## src/qasr_pkg.sv

```systemverilog
// Shared constants, types and configuration layout for the quote-aware replacer.
package qasr_pkg;

  localparam int unsigned MaxPatternDef = 16;
  localparam int unsigned MaxReplaceDef = 16;

  // Configuration register file
  localparam int unsigned CfgDataW = 64;
  localparam int unsigned CfgIdxW  = 3;
  localparam int unsigned CfgLenW  = 5;
  localparam int unsigned CfgBytes = 16;

  localparam logic [CfgIdxW-1:0] REG_SEARCH_LOW   = 3'd0;
  localparam logic [CfgIdxW-1:0] REG_SEARCH_HIGH  = 3'd1;
  localparam logic [CfgIdxW-1:0] REG_SEARCH_LEN   = 3'd2;
  localparam logic [CfgIdxW-1:0] REG_REPLACE_LOW  = 3'd3;
  localparam logic [CfgIdxW-1:0] REG_REPLACE_HIGH = 3'd4;
  localparam logic [CfgIdxW-1:0] REG_REPLACE_LEN  = 3'd5;

  localparam logic [7:0] ChQuote     = 8'h22;
  localparam logic [7:0] ChBackslash = 8'h5C;

  // Token queue between front and back
  localparam int unsigned QueueDepth = 2;
  localparam int unsigned QPtrW      = $clog2(QueueDepth);
  localparam int unsigned QCntW      = $clog2(QueueDepth + 1);

  typedef enum logic [1:0] {
    TOK_BYTE,
    TOK_REPL,
    TOK_MARK
  } tok_kind_e;

  typedef struct packed {
    tok_kind_e                 kind;
    logic [7:0]                data;
    logic                      run_last;
    logic                      stream_end;
    logic [CfgLenW-1:0]        rlen;
    logic [CfgBytes*8-1:0]     rep;
  } tok_t;

  typedef struct packed {
    logic [CfgBytes*8-1:0] search;
    logic [CfgLenW-1:0]    search_len;
    logic [CfgBytes*8-1:0] replace;
    logic [CfgLenW-1:0]    replace_len;
  } cfg_t;

endpackage

```

## src/qasr_front.sv

```systemverilog
// Front end: lookahead, quote tracking, matching; one action per cycle unless stalled.
module qasr_front import qasr_pkg::*; #(
  parameter int unsigned MAX_PATTERN     = MaxPatternDef,
  parameter int unsigned MAX_REPLACEMENT = MaxReplaceDef
) (
  input  logic       clk_i,
  input  logic       rst_ni,
  input  logic       in_valid_i,
  input  logic [7:0] in_byte_i,
  input  logic       is_last_i,
  output logic       in_stall_o,
  input  cfg_t       cfg_i,
  input  logic       q_full_i,
  output logic       push_o,
  output tok_t       tok_o
);

  localparam int unsigned CntW = $clog2(MAX_PATTERN + 1);

  logic [7:0]         win_q [MAX_PATTERN];
  logic [7:0]         win_d [MAX_PATTERN];
  logic [7:0]         pat_q [MAX_PATTERN];
  logic [7:0]         pat_d [MAX_PATTERN];
  logic [CntW-1:0]    cnt_q, cnt_d, cnt_b, cnt_n;
  logic [CntW-1:0]    plen_q, plen_d;
  logic [CfgLenW-1:0] rlen_q, rlen_d;
  logic [CfgBytes*8-1:0] rep_q, rep_d;
  logic               inq_q, inq_d, inq_n;
  logic               bso_q, bso_d, bso_n;
  logic               last_q, last_d;

  logic [7:0] head, head_nxt;
  logic       pat_ok, stuck, stuck_n, is_match, final_act, push_need, do_act;
  logic       accept, latch;

  always_comb begin
    head     = win_q[0];
    head_nxt = '0;
    for (int i = 1; i < MAX_PATTERN; i++) begin
      if (i == 1) head_nxt = win_q[i];
    end
    pat_ok = 1'b1;
    for (int k = 0; k < MAX_PATTERN; k++) begin
      if (CntW'(k) < plen_q && win_q[k] != pat_q[k]) pat_ok = 1'b0;
    end
  end

  // window is stuck when empty or waiting for more lookahead
  assign stuck = (cnt_q == '0) ||
                 (!inq_q && head != ChQuote && plen_q != '0 && cnt_q < plen_q && !last_q);
  assign is_match = !inq_q && head != ChQuote && plen_q != '0 && cnt_q >= plen_q && pat_ok;

  always_comb begin
    inq_n = inq_q;
    bso_n = bso_q;
    if (inq_q) begin
      if (head == ChBackslash) begin
        bso_n = !bso_q;
      end else begin
        if (head == ChQuote && !bso_q) inq_n = 1'b0;
        bso_n = 1'b0;
      end
    end else if (head == ChQuote) begin
      inq_n = 1'b1;
      bso_n = 1'b0;
    end
  end

  assign cnt_n   = is_match ? '0 : cnt_q - CntW'(1);
  assign stuck_n = (cnt_n == '0) ||
                   (!inq_n && head_nxt != ChQuote && plen_q != '0 && cnt_n < plen_q && !last_q);
  // a match always empties the window, so it ends its step
  assign final_act = is_match || stuck_n;
  assign push_need = !is_match || rlen_q != '0 || last_q;
  assign do_act    = !stuck && (!push_need || !q_full_i);
  assign in_stall_o = !(stuck || (do_act && final_act));
  assign accept    = in_valid_i && !in_stall_o;
  assign push_o    = do_act && push_need;

  always_comb begin
    tok_o.kind       = TOK_BYTE;
    tok_o.data       = head;
    tok_o.run_last   = final_act;
    tok_o.stream_end = final_act && last_q;
    tok_o.rlen       = rlen_q;
    tok_o.rep        = rep_q;
    if (is_match) begin
      if (rlen_q == '0) begin
        tok_o.kind = TOK_MARK;
        tok_o.data = '0;
      end else begin
        tok_o.kind = TOK_REPL;
      end
    end
  end

  always_comb begin
    win_d  = win_q;
    cnt_b  = cnt_q;
    inq_d  = inq_q;
    bso_d  = bso_q;
    last_d = last_q;
    if (do_act) begin
      for (int i = 0; i + 1 < MAX_PATTERN; i++) win_d[i] = win_q[i+1];
      cnt_b = cnt_n;
      inq_d = inq_n;
      bso_d = bso_n;
      if (final_act && last_q) begin
        inq_d = 1'b0;
        bso_d = 1'b0;
      end
    end
    cnt_d = cnt_b;
    if (accept) begin
      for (int i = 0; i < MAX_PATTERN; i++) begin
        if (cnt_b == CntW'(i)) win_d[i] = in_byte_i;
      end
      cnt_d  = cnt_b + CntW'(1);
      last_d = is_last_i;
    end
  end

  // settings are taken only when a step starts on an empty window
  assign latch = accept && cnt_b == '0;

  always_comb begin
    pat_d  = pat_q;
    rep_d  = rep_q;
    plen_d = plen_q;
    rlen_d = rlen_q;
    if (latch) begin
      for (int i = 0; i < MAX_PATTERN; i++) pat_d[i] = cfg_i.search[8*i +: 8];
      rep_d  = cfg_i.replace;
      plen_d = (cfg_i.search_len > CfgLenW'(MAX_PATTERN)) ? CntW'(MAX_PATTERN)
                                                           : cfg_i.search_len[CntW-1:0];
      rlen_d = (cfg_i.replace_len > CfgLenW'(MAX_REPLACEMENT)) ? CfgLenW'(MAX_REPLACEMENT)
                                                                : cfg_i.replace_len;
    end
  end

  always_ff @(posedge clk_i or negedge rst_ni) begin
    if (!rst_ni) begin
      cnt_q  <= '0;
      inq_q  <= 1'b0;
      bso_q  <= 1'b0;
      last_q <= 1'b0;
      plen_q <= '0;
      rlen_q <= '0;
    end else begin
      cnt_q  <= cnt_d;
      inq_q  <= inq_d;
      bso_q  <= bso_d;
      last_q <= last_d;
      plen_q <= plen_d;
      rlen_q <= rlen_d;
    end
  end

  always_ff @(posedge clk_i) begin
    win_q <= win_d;
    pat_q <= pat_d;
    rep_q <= rep_d;
  end

endmodule

```

## src/qasr_queue.sv

```systemverilog
// Small token queue that decouples the front end from the back end.
module qasr_queue import qasr_pkg::*; (
  input  logic clk_i,
  input  logic rst_ni,
  input  logic push_i,
  input  tok_t tok_i,
  output logic full_o,
  input  logic pop_i,
  output logic valid_o,
  output tok_t tok_o
);

  tok_t             mem_q [QueueDepth];
  logic [QPtrW-1:0] wr_q, wr_d, rd_q, rd_d;
  logic [QCntW-1:0] cnt_q, cnt_d;

  assign full_o  = cnt_q == QCntW'(QueueDepth);
  assign valid_o = cnt_q != '0;
  assign tok_o   = mem_q[rd_q];

  always_comb begin
    wr_d  = push_i ? wr_q + QPtrW'(1) : wr_q;
    rd_d  = pop_i ? rd_q + QPtrW'(1) : rd_q;
    cnt_d = cnt_q;
    if (push_i && !pop_i) cnt_d = cnt_q + QCntW'(1);
    else if (pop_i && !push_i) cnt_d = cnt_q - QCntW'(1);
  end

  always_ff @(posedge clk_i or negedge rst_ni) begin
    if (!rst_ni) begin
      wr_q  <= '0;
      rd_q  <= '0;
      cnt_q <= '0;
    end else begin
      wr_q  <= wr_d;
      rd_q  <= rd_d;
      cnt_q <= cnt_d;
    end
  end

  always_ff @(posedge clk_i) begin
    if (push_i) mem_q[wr_q] <= tok_i;
  end

endmodule

```

## src/qasr_back.sv

```systemverilog
// Back end: expands tokens into output beats and holds the output register.
module qasr_back import qasr_pkg::*; #(
  parameter int unsigned MAX_REPLACEMENT = MaxReplaceDef
) (
  input  logic       clk_i,
  input  logic       rst_ni,
  input  logic       q_valid_i,
  input  tok_t       tok_i,
  output logic       pop_o,
  output logic       out_valid_o,
  input  logic       out_stall_i,
  output logic [7:0] out_byte_o,
  output logic       byte_valid_o,
  output logic       run_last_o,
  output logic       stream_end_o
);

  localparam int unsigned IdxW = (MAX_REPLACEMENT > 1) ? $clog2(MAX_REPLACEMENT) : 1;

  logic [IdxW-1:0] idx_q, idx_d;
  logic            out_valid_q, out_valid_d;
  logic [7:0]      out_byte_q, out_byte_d;
  logic            byte_valid_q, byte_valid_d;
  logic            run_last_q, run_last_d;
  logic            stream_end_q, stream_end_d;

  logic       load, gen, tok_done;
  logic [7:0] rep_byte, data;
  logic       bvalid;

  assign load = !out_valid_q || !out_stall_i;
  assign gen  = load && q_valid_i;

  always_comb begin
    rep_byte = '0;
    for (int i = 0; i < MAX_REPLACEMENT; i++) begin
      if (idx_q == IdxW'(i)) rep_byte = tok_i.rep[8*i +: 8];
    end
  end

  always_comb begin
    data     = tok_i.data;
    bvalid   = 1'b1;
    tok_done = 1'b1;
    case (tok_i.kind)
      TOK_BYTE: begin
        data = tok_i.data;
      end
      TOK_REPL: begin
        data     = rep_byte;
        tok_done = CfgLenW'(idx_q) + CfgLenW'(1) == tok_i.rlen;
      end
      TOK_MARK: begin
        data   = '0;
        bvalid = 1'b0;
      end
      default: begin
        data   = '0;
        bvalid = 1'b0;
      end
    endcase
  end

  assign pop_o = gen && tok_done;

  always_comb begin
    idx_d        = idx_q;
    out_valid_d  = out_valid_q;
    out_byte_d   = out_byte_q;
    byte_valid_d = byte_valid_q;
    run_last_d   = run_last_q;
    stream_end_d = stream_end_q;
    if (gen) idx_d = tok_done ? '0 : idx_q + IdxW'(1);
    if (load) begin
      out_valid_d  = gen;
      out_byte_d   = data;
      byte_valid_d = bvalid;
      run_last_d   = tok_i.run_last && tok_done;
      stream_end_d = tok_i.stream_end && tok_done;
    end
  end

  always_ff @(posedge clk_i or negedge rst_ni) begin
    if (!rst_ni) begin
      idx_q       <= '0;
      out_valid_q <= 1'b0;
    end else begin
      idx_q       <= idx_d;
      out_valid_q <= out_valid_d;
    end
  end

  always_ff @(posedge clk_i) begin
    out_byte_q   <= out_byte_d;
    byte_valid_q <= byte_valid_d;
    run_last_q   <= run_last_d;
    stream_end_q <= stream_end_d;
  end

  assign out_valid_o  = out_valid_q;
  assign out_byte_o   = out_byte_q;
  assign byte_valid_o = byte_valid_q;
  assign run_last_o   = run_last_q;
  assign stream_end_o = stream_end_q;

endmodule

```

## src/quote_aware_substring_replace.sv

```systemverilog
// Top level: configuration registers, front end, token queue and back end.
//
// Byte stream in, byte stream out. Outside double quotes each leftmost match of
// the search pattern is replaced by the replacement string; quoted text passes.
// Input beat: in_byte_i plus is_last_i, taken when in_valid_i is high and
// in_stall_o low. Output beat: out_byte_o, byte_valid_o, run_last_o and
// stream_end_o, taken when out_valid_o is high and out_stall_i low. run_last_o
// marks the last beat caused by one input byte; stream_end_o marks the end of
// the text, and a beat with byte_valid_o low is an empty end marker.
// A byte that completes its lookahead passes through the token queue and then
// the output register. Throughput: one input byte per cycle while bytes pass
// through and nothing stalls; a replacement of N bytes gives N output beats, and
// the input stalls once the two-entry token queue fills. The front end handles
// one window action per cycle; the output register sets the output rate.
// Settings are written through cfg_we_i/cfg_idx_i/cfg_data_i while idle (the
// user's duty, not enforced) and apply once the lookahead window is empty. Reset
// clears the window, quote state and all settings at once; no clearing pass. A
// stall at the output holds the beat and backs up via the queue to in_stall_o.
module quote_aware_substring_replace import qasr_pkg::*; #(
  parameter int unsigned MAX_PATTERN     = MaxPatternDef,
  parameter int unsigned MAX_REPLACEMENT = MaxReplaceDef
) (
  input  logic                clk_i,
  input  logic                rst_ni,
  input  logic                cfg_we_i,
  input  logic [CfgIdxW-1:0]  cfg_idx_i,
  input  logic [CfgDataW-1:0] cfg_data_i,
  input  logic                in_valid_i,
  output logic                in_stall_o,
  input  logic [7:0]          in_byte_i,
  input  logic                is_last_i,
  output logic                out_valid_o,
  input  logic                out_stall_i,
  output logic [7:0]          out_byte_o,
  output logic                byte_valid_o,
  output logic                run_last_o,
  output logic                stream_end_o
);

  cfg_t cfg_q, cfg_d;
  logic q_push, q_full, q_pop, q_valid;
  tok_t q_wtok, q_rtok;

  always_comb begin
    cfg_d = cfg_q;
    if (cfg_we_i) begin
      case (cfg_idx_i)
        REG_SEARCH_LOW:   cfg_d.search[CfgDataW-1:0]             = cfg_data_i;
        REG_SEARCH_HIGH:  cfg_d.search[2*CfgDataW-1:CfgDataW]    = cfg_data_i;
        REG_SEARCH_LEN:   cfg_d.search_len                       = cfg_data_i[CfgLenW-1:0];
        REG_REPLACE_LOW:  cfg_d.replace[CfgDataW-1:0]            = cfg_data_i;
        REG_REPLACE_HIGH: cfg_d.replace[2*CfgDataW-1:CfgDataW]   = cfg_data_i;
        REG_REPLACE_LEN:  cfg_d.replace_len                      = cfg_data_i[CfgLenW-1:0];
        default: ;
      endcase
    end
  end

  always_ff @(posedge clk_i or negedge rst_ni) begin
    if (!rst_ni) begin
      cfg_q <= '0;
    end else begin
      cfg_q <= cfg_d;
    end
  end

  qasr_front #(
    .MAX_PATTERN     (MAX_PATTERN),
    .MAX_REPLACEMENT (MAX_REPLACEMENT)
  ) u_front (
    .clk_i      (clk_i),
    .rst_ni     (rst_ni),
    .in_valid_i (in_valid_i),
    .in_byte_i  (in_byte_i),
    .is_last_i  (is_last_i),
    .in_stall_o (in_stall_o),
    .cfg_i      (cfg_q),
    .q_full_i   (q_full),
    .push_o     (q_push),
    .tok_o      (q_wtok)
  );

  qasr_queue u_queue (
    .clk_i   (clk_i),
    .rst_ni  (rst_ni),
    .push_i  (q_push),
    .tok_i   (q_wtok),
    .full_o  (q_full),
    .pop_i   (q_pop),
    .valid_o (q_valid),
    .tok_o   (q_rtok)
  );

  qasr_back #(
    .MAX_REPLACEMENT (MAX_REPLACEMENT)
  ) u_back (
    .clk_i        (clk_i),
    .rst_ni       (rst_ni),
    .q_valid_i    (q_valid),
    .tok_i        (q_rtok),
    .pop_o        (q_pop),
    .out_valid_o  (out_valid_o),
    .out_stall_i  (out_stall_i),
    .out_byte_o   (out_byte_o),
    .byte_valid_o (byte_valid_o),
    .run_last_o   (run_last_o),
    .stream_end_o (stream_end_o)
  );

  // queue must never be written while full
  a_no_overflow: assert property (@(posedge clk_i) disable iff (!rst_ni)
    q_push |-> !q_full)
    else $error("token queue overflow");

  // an empty marker only closes the text
  a_marker_end: assert property (@(posedge clk_i) disable iff (!rst_ni)
    out_valid_o && !byte_valid_o |-> stream_end_o && run_last_o && out_byte_o == 8'h00)
    else $error("empty marker outside end of text");

  // end of text closes the run of its input byte
  a_end_closes_run: assert property (@(posedge clk_i) disable iff (!rst_ni)
    out_valid_o && stream_end_o |-> run_last_o)
    else $error("stream end without run end");

  // nothing is popped from an empty queue
  a_no_underflow: assert property (@(posedge clk_i) disable iff (!rst_ni)
    q_pop |-> q_valid)
    else $error("token queue underflow");

endmodule

```

## config.mk

```make
export PLATFORM = sky130hd
export DESIGN_NAME = quote_aware_substring_replace
export DESIGN_NICKNAME = d
export VERILOG_FILES = /design/src/qasr_pkg.sv /design/src/qasr_front.sv /design/src/qasr_queue.sv /design/src/qasr_back.sv /design/src/quote_aware_substring_replace.sv
export SDC_FILE = /design/constraint.sdc
export NUM_CORES = 1
export LEC_CHECK = 0
export ABC_CLOCK_PERIOD_IN_PS = 21300
export BUFFER_PORTS_ARGS = -buffer_cell sky130_fd_sc_hd__buf_4
export CORE_MARGIN = 1.5
export CORE_UTILIZATION = 50
export CTS_BUF_LIST = sky130_fd_sc_hd__clkbuf_4
export DETAILED_ROUTE_END_ITERATION = 7
export GPL_ROUTABILITY_DRIVEN = 0
export PLACE_DENSITY = 0.66
export SLEW_MARGIN = 15
export SYNTH_ARGS = -nofsm -noshare
export SYNTH_HDL_FRONTEND = slang
export SYNTH_HIERARCHICAL = 1
export SYNTH_SLANG_ARGS = --single-unit
```

## constraint.sdc

```tcl
create_clock -name clk_i -period 21.3 [get_ports clk_i]
set_input_delay 0 -clock clk_i [delete_from_list [all_inputs] [get_ports clk_i]]
set_output_delay 0 -clock clk_i [all_outputs]
set_load 0.02 [all_outputs]
```

=== Word level (Yosys, flattened, before mapping) ===
Memory sizes are Yosys's and may differ from the RTL's.
Index checks and enable logic that the tools add are counted.

* Register bits after elaboration: 688
* Bits in latches: 0
* RAM bits: 290
* Bits in read-only memories: 0
* Bits of input ports: 81
* Output and inout port bits: 13
* Word-level logic and storage cells: 298
* Memories kept: 1

* Add/subtract/negate cells: 8
* Multipliers: 0
* Div/mod/pow operators: 0
* $lt $le $gt $ge: 21
* Equal/unequal tests: 58
* Shift-type cells: 0
* Muxes and demuxes: 75
* Bitwise gates (word level): 0
* Reduce and logical (&&, ||, !) cells: 81

{| class="wikitable"
|+ Memories
! name !! words !! bits a word !! read ports !! clocked after Yosys merged registers in !! write ports !! RTL line !! source
|-
| u_queue.mem_q || 2 || 145 || 1 || 0 || 1 || qasr_queue.sv:13 || <nowiki>tok_t mem_q [QueueDepth];</nowiki>
|}

{| class="wikitable"
|+ Operator list
! operator !! number
|-
| $mux 8 || 33
|-
| $mux 128 || 1
|-
| $ne 8x8->1 || 16
|-
| $mux 120 || 1
|-
| $eq 5x4->1 const B || 8
|-
| $lt 4x5->1 const A || 8
|-
| $logic_and 1x1->1 || 39
|-
| $eq 4x4->1 const B || 8
|-
| $mux 1 || 29
|-
| $mux 5 || 5
|-
| $eq 5x3->1 const B || 4
|-
| $logic_not 5->1 || 4
|-
| $lt 3x5->1 const A || 4
|-
| $eq 4x3->1 const B || 4
|-
| $ne 8x6->1 const B || 2
|-
| $pmux 8 s2 || 1
|-
| $reduce_and 2->1 || 8
|-
| $logic_not 1->1 || 13
|-
| $eq 5x2->1 const B || 2
|-
| $gt 5x5->1 const B || 2
|-
| $lt 1x5->1 const A || 2
|-
| $lt 2x5->1 const A || 2
|-
| $lt 5x5->1 || 2
|-
| $mux 10 || 1
|-
| other kinds (29) || 44
|}

=== Longest topological paths before layout ===
* Depth in word-level cells: 30
* Mapped depth: 23
* Depth with buffers taken out: 20

=== Cells and area by module ===
Netlist, hierarchy kept.

{| class="wikitable"
|+ Modules (own cells, without submodules)
! module !! instances !! cells an instance !! area an instance (um^2) !! seq. area each (um^2)
|-
| qasr_front || 1 || 1064 || 16747.3 || 10780.3
|-
| qasr_queue || 1 || 467 || 10735.3 || 8808.4
|-
| quote_aware_substring_replace || 1 || 566 || 10548.9 || 6656.4
|-
| qasr_back || 1 || 287 || 2130.8 || 455.4
|}

=== Least setup slack after synthesis ===
Ideal clock, no wire load.

* Path kind: register to register
* Start: register u_front.win_q, in the netlist u_front/head[3]
* End: memory u_queue/mem_q[0][0] in the netlist's numbering (enable)
* Setup time: 0.669 ns
* Arrival: 9.144 ns
* Required time: 20.631 ns
* Slack: 11.488 ns
* Stages on the path, launching flop included: 12
* Buffers on the path: 2
* Clock period less this slack: 9.812 ns
* Path through: dfxtp_1 > or4b_1 > o21bai_1 > nor2_1 > a31oi_2 > nand2_1 > nor4_1 > nor2_1 > clkbuf_1 > clkbuf_1 > a21oi_1 > nor2b_1

* Longest elaborated chain between the ends: 28
* Elaborated cells between the ends (all ways): 36
* Those cells by class: eq/ne: 2; mux: 18; reduce/logical: 16

{| class="wikitable"
|+ RTL lines
! item !! RTL line !! source
|-
| from (decl) || qasr_front.sv:20 || <nowiki>logic [7:0] win_q [MAX_PATTERN];</nowiki>
|-
| from (signal assigned) || qasr_front.sv:160 || <nowiki>win_q <= win_d;</nowiki>
|-
| $ne 8x8->1 || qasr_front.sv:44 || <nowiki>if (CntW'(k) < plen_q && win_q[k] != pat_q[k]) pat_ok = 1'b0;</nowiki>
|-
| $logic_and 1x1->1 || qasr_front.sv:44 ||
|-
| $mux 1 (16 in a row) || qasr_front.sv:44 ||
|-
| $logic_and 1x1->1 || qasr_front.sv:51 || <nowiki>assign is_match = !inq_q && head != ChQuote && plen_q != '0 && cnt_q >= plen_q && pat_ok;</nowiki>
|-
| $logic_not 1->1 || qasr_front.sv:74 || <nowiki>assign push_need = !is_match || rlen_q != '0 || last_q;</nowiki>
|-
| $logic_or 1x1->1 (2 in a row) || qasr_front.sv:74 ||
|-
| $logic_not 1->1 || qasr_front.sv:75 || <nowiki>assign do_act = !stuck && (!push_need || !q_full_i);</nowiki>
|-
| $logic_or 1x1->1 || qasr_front.sv:75 ||
|-
| $logic_and 1x1->1 || qasr_front.sv:75 ||
|-
| $logic_and 1x1->1 * || qasr_front.sv:78 || <nowiki>assign push_o = do_act && push_need;</nowiki>
|-
| named net q_push || quote_aware_substring_replace.sv:41 || <nowiki>logic q_push, q_full, q_pop, q_valid;</nowiki>
|-
| $mux 1 * || qasr_queue.sv:42 || <nowiki>if (push_i) mem_q[wr_q] <= tok_i;</nowiki>
|-
| $mux 1 (implied by the code) * || qasr_queue.sv:42 ||
|-
| to (decl) || qasr_queue.sv:13 ||
|}

Mark *: on every way through the listed nets, which the timed path passes. The rest lies on a longest branch.

=== Worst setup path after layout ===
* Start: register u_front.win_q, in the netlist u_front/head[4]
* End: register u_front.rep_q[99] (enable)

* Longest elaborated chain between the ends: 29
* Elaborated cells between the ends (all ways): 56
* Those cells by class: order compare: 1; eq/ne: 4; mux: 22; reduce/logical: 29

{| class="wikitable"
|+ RTL lines
! item !! RTL line !! source
|-
| $ne 8x8->1 || qasr_front.sv:44 ||
|-
| $logic_and 1x1->1 || qasr_front.sv:44 ||
|-
| $mux 1 (16 in a row) || qasr_front.sv:44 ||
|-
| $logic_and 1x1->1 || qasr_front.sv:51 ||
|-
| $mux 5 or $logic_not 1->1 (tied branches) || qasr_front.sv:69, qasr_front.sv:74 ||
|-
| $lt 5x5->1 or $logic_or 1x1->1 (tied branches) || qasr_front.sv:71, qasr_front.sv:74 ||
|-
| $logic_and 1x1->1 or $logic_or 1x1->1 (tied branches) || qasr_front.sv:71, qasr_front.sv:74 ||
|-
| $logic_and 1x1->1 or $logic_not 1->1 (tied branches) || qasr_front.sv:71, qasr_front.sv:75 ||
|-
| $logic_or 1x1->1, on equally long branches || qasr_front.sv:70, qasr_front.sv:75 ||
|-
| $logic_or 1x1->1 or $logic_and 1x1->1 (tied branches) || qasr_front.sv:73, qasr_front.sv:75 ||
|-
| $logic_and 1x1->1 || qasr_front.sv:76 || <nowiki>assign in_stall_o = !(stuck || (do_act && final_act));</nowiki>
|-
| $logic_or 1x1->1 || qasr_front.sv:76 ||
|-
| $logic_and 1x1->1 || qasr_front.sv:77 || <nowiki>assign accept = in_valid_i && !in_stall_o;</nowiki>
|-
| $logic_and 1x1->1 * || qasr_front.sv:124 || <nowiki>assign latch = accept && cnt_b == '0;</nowiki>
|-
| named net u_front.latch || qasr_front.sv:34 || <nowiki>logic accept, latch;</nowiki>
|-
| to (signal assigned) || qasr_front.sv:162 || <nowiki>rep_q <= rep_d;</nowiki>
|-
| to (decl) || qasr_front.sv:27 || <nowiki>logic [CfgBytes*8-1:0] rep_q, rep_d;</nowiki>
|}

Marks and branches as above.
A chain may end at the register's enable or synchronous reset.

==> results by group <==
Drt
  • Met2 WL post-DR: 50200 um
  • Via density: 5.59
  • DRC errors left: 0
  • Pre-antenna DRT Iters: 7
  • Drt initial violations: 1984
  • WL/cell: 25.8 um
  • Detailed Route WL: 105000 um
  • Detail Route Antenna Nets: 0
  • Routed wl met3: 6980 um
  • WL met1: 44900 um
  • Max layer used: met5
  • Total number of vias: 22700

Setup path
  • R2R Path Start: u_front/head[4]
  • Crit path largest cell delay: 0.89 ns
  • Worst Setup SP: u_front/head[4]
  • R2R Path End: u_front/rep_q[99]
  • CP endpoint: u_front/rep_q[99]
  • Delay-heaviest family, CP: simple AND/OR/NAND/NOR gates
  • Critical-path top delay cell: buf_4
  • R2R depth: 20
  • Critical path depth: 20
  • Worst endpoint data arrival time: 9.10 ns
  • Crit path kind: flop to flop
  • CP Buf/Inv Count: 3
  • Crit end category: flop
  • Startpoint types: flop
  • Worst EP required: 21.97 ns
  • Worst Path Max Fanout: 67
  • Crit-path cells: xor2_1 -> nor4_1 -> nand4_1 -> a2111oi_0 -> nand3_1 -> nor3_2 -> nor2_1 -> ha_1 -> nand4_1 -> a21oi_1 -> a211o_1 -> o31a_1 -> o21ai_1 -> nand2_1 -> o21ai_4 -> a21boi_4 -> nand4_4 -> inv_8 -> buf_4 -> buf_4
  • R2r setup slk: 12.86 ns

Placement
  • I/O Buffers: 93
  • Post-DP HPWL: 67100 um
  • Place WS: 13.12 ns

STA
  • Clock skew: 0.0758 ns
  • Final setup viols: 0
  • Max Fclk: 119 MHz
  • Period minus WS final: 8.44 ns
  • Slew Limit Fails: 0
  • Setup TNS: 0 ns
  • RSZ-0062 raised after global routing: no
  • Fin worst setup slack: 12.86 ns
  • Worst-Margin Slew: 1.14 ns
  • Crit share post-route: 39.6%
  • Max transition margin: 23.9%
  • Final Hold Viols: 0

Global routing
  • First-pass GRT wire length: 154000 um
  • Vias in the first global route: 23300
  • Initial antenna violation count: 4
  • Gr usage total: 25.8%
  • Largest net degree at the start of global routing: 143
  • Grt total ovfl: 0

Synthesis
  • Compound-Gate Fraction of Synth Area: 3.64%
  • Post-synth ARST share: 30.0%
  • Synth unique cells: 88
  • Mapped cell area: 0.0402 sq mm
  • Top_reg_cell synth: edfxtp_1
  • Xor/xnor cell area share of the yosys netlist: 3.10%
  • Adder-Cell Fraction of Synth Area: 0.623%
  • Sequential element share of the synthesized area: 66.5%
  • Synth area leaders: edfxtp_1 42%, dfrtp_1 18%, mux2_2 14%
  • Largest family of logic cells by synthesized area: multiplexers
  • Post-Synthesis Cells: 2384
  • EDFF count, synth: 565
  • Seq cells post-synth: 978
  • Area leader, netlist: edfxtp_1
  • Synthesized area per cell: 16.8 sq um
  • Mux contribution to synthesized area: 20.1%
  • Synth warnings: 6
  • Syn Nets: 2485
  • Synth Area in Simple Gates: 3.60%
  • Top cell type's share of synthesized area: 42.2%

Pwr
  • Maximum VDD drop: 111 uV
  • Reg power frac: 44.6%
  • Clock power frac: 21.7%
  • Pwr per Cell Area: 156 mW/mm^2
  • Switch share: 33.4%
  • Comb power frac: 33.7%
  • Net Switching: 2.43 mW
  • Static leakage: 17.7 nW
  • Int Power: 4.84 mW

Clock network
  • CTS buffer count: 237
  • Setup Fix Bufs, Post-CTS: 0
  • Maximum clock insertion buffer count: 3
  • CTS tree: done
  • Root buf cell: clkbuf_4
  • Clk pin slew, worst setup/hold paths: 0.07 ns
  • CTS Sinks: 978
  • Clock Latency Late Sink: 1.06 ns
  • Htree depth: 4

Min path
  • Worst Hold Class: input port to flop

Finish
  • Most common cell after layout, fill and taps aside: edfxtp_1
  • Most frequent cells in the layout: 565 x edfxtp_1, 499 x mux2_2, 366 x clkbuf_4
  • Area Overhead vs Synth: 15.8%
  • Layout cells sized above 1: 40.0%
  • Nets: 2902

Run
  • MaxCap Viol Count: 0

Status
  • Run status: completed

Floorplan
  • Rows: 103
  • Die extent in x: 286 um
  • DIE AREA: 0.0820 sq mm
  • Starting Density: 50.7%
  • Die Y: 286 um
  • I/O pin cnt: 94
  • Core outline area: 0.0793 sq mm
==> power by group through the flow <==
stage,sequential [mW],combinational [mW],clock (mW)
floorplan,3.18,1.83,0
CTS,3.24,2.44,1.61
detailed placement,3.27,2.40,0
global route,3.30,2.62,1.71
global placement,3.24,2.35,0
finish,3.24,2.45,1.58
==> per-layer routing <==
metal	GRT usage, %	vias up
met5	0	-
met4	8.70	2
met3	4.97	144
met2	41.4	874
met1	35.4	11700
li1	-	10000
==> area by class of cell <==
class | instances | area, sq um
Antenna cell | 1 | 2.50
Clock buffer | 366 | 2750
Clock inverter | 86 | 457
Fill cell | 6109 | 32700
Inverter | 27 | 109
Multi-Input combinational cell | 1268 | 12500
Sequential cell | 978 | 26700
Tap cell | 1050 | 1310
Timing Repair Buffer | 289 | 2670
==> synth_stat cells, types with 7 or more instances <==
cell      count
clkbuf_8     10
nand2b_1     15
o32ai_1       8
nand3_1       8
dfxtp_1     120
inv_1        25
nand4_1      21
mux2_4      159
a22oi_1       7
o22ai_1      22
ha_1         20
buf_4         7
a21oi_1      45
xor2_1       88
a211oi_1     17
dfrtp_1     293
nor2_1       35
nand2_1      25
o21ai_0      28
nor3_1       25
nor2b_1      29
clkbuf_1     38
a31oi_1       9
xnor2_1      54
a221oi_1     20
mux2_2      499
buf_2        15
buf_6        29
edfxtp_1    565
nor4_1       25
==> stage by stage <==
step | power (mW) | instance area, sq um | util, % | hold WS [ns] | instances
floorplan | 5.01 | 40200 | - | -0.296 | 2384
global placement | 5.59 | 41500 | 52.4 | 0.100 | 3440
detailed placement | 5.67 | 41500 | 52.4 | 0.112 | 3440
CTS | 7.29 | 46500 | 58.7 | 0.0141 | 4064
global route | 7.63 | 46500 | 58.7 | 0.0911 | 4065
finish | 7.27 | 46500 | 58.7 | 0.117 | 4065
==> registers in the layout, indices dropped and copies added, names as in the netlist, 8 cells and up <==
name               count
u_front/head           8
u_front/win_q        112
u_front/rep_q        128
u_back/out_byte_o      8
u_front/head_nxt       8
u_front/pat_q        128
u_queue/mem_q        290
cfg_q                266
==> logic make-up (layout without fill, tap and decap cells) <==
logic type / count (synthesis) / count (layout)
AOI/OAI and AO/OA: 207 / 207
xor gates and xnor gates: 142 / 142
muxes: 665 / 665
DFF: 978 / 978
adders and majority gates: 20 / 20
and+or+nand+nor: 234 / 234
buffers and inverters: 138 / 768
other: 0 / 1
==> tightest hold or removal path, delay by kind of cell <==
| kind | cells | cell delay [ns] |
|---|---|---|
| and+or+nand+nor | 1 | 0.24 |
| buffers and inverters | 2 | 0.67 |
| muxes | 1 | 0.20 |
==> worst min path at each step <==
stage                             from    endpoint  slack, ns  cells past startpoint
after CTS                 cfg_idx_i[1]    cfg_q[3]       0.01                      4
final                     cfg_idx_i[1]    cfg_q[1]       0.12                      4
after detailed placement        rst_ni  cfg_q[119]       0.11                      1
after global routing          cfg_we_i    cfg_q[1]       0.09                      4
after global placement          rst_ni  cfg_q[119]       0.10                      1
after floorplan                 rst_ni    cfg_q[0]      -0.30                      0
==> repair_timing <==
| item | CTS | global route |
|---|---|---|
| hold buffers | 172 | 0 |
| resized for setup | 0 | 0 |
| endpoints found under the hold margin | 716 | 0 |
Power figures use the tool's default switching activity.
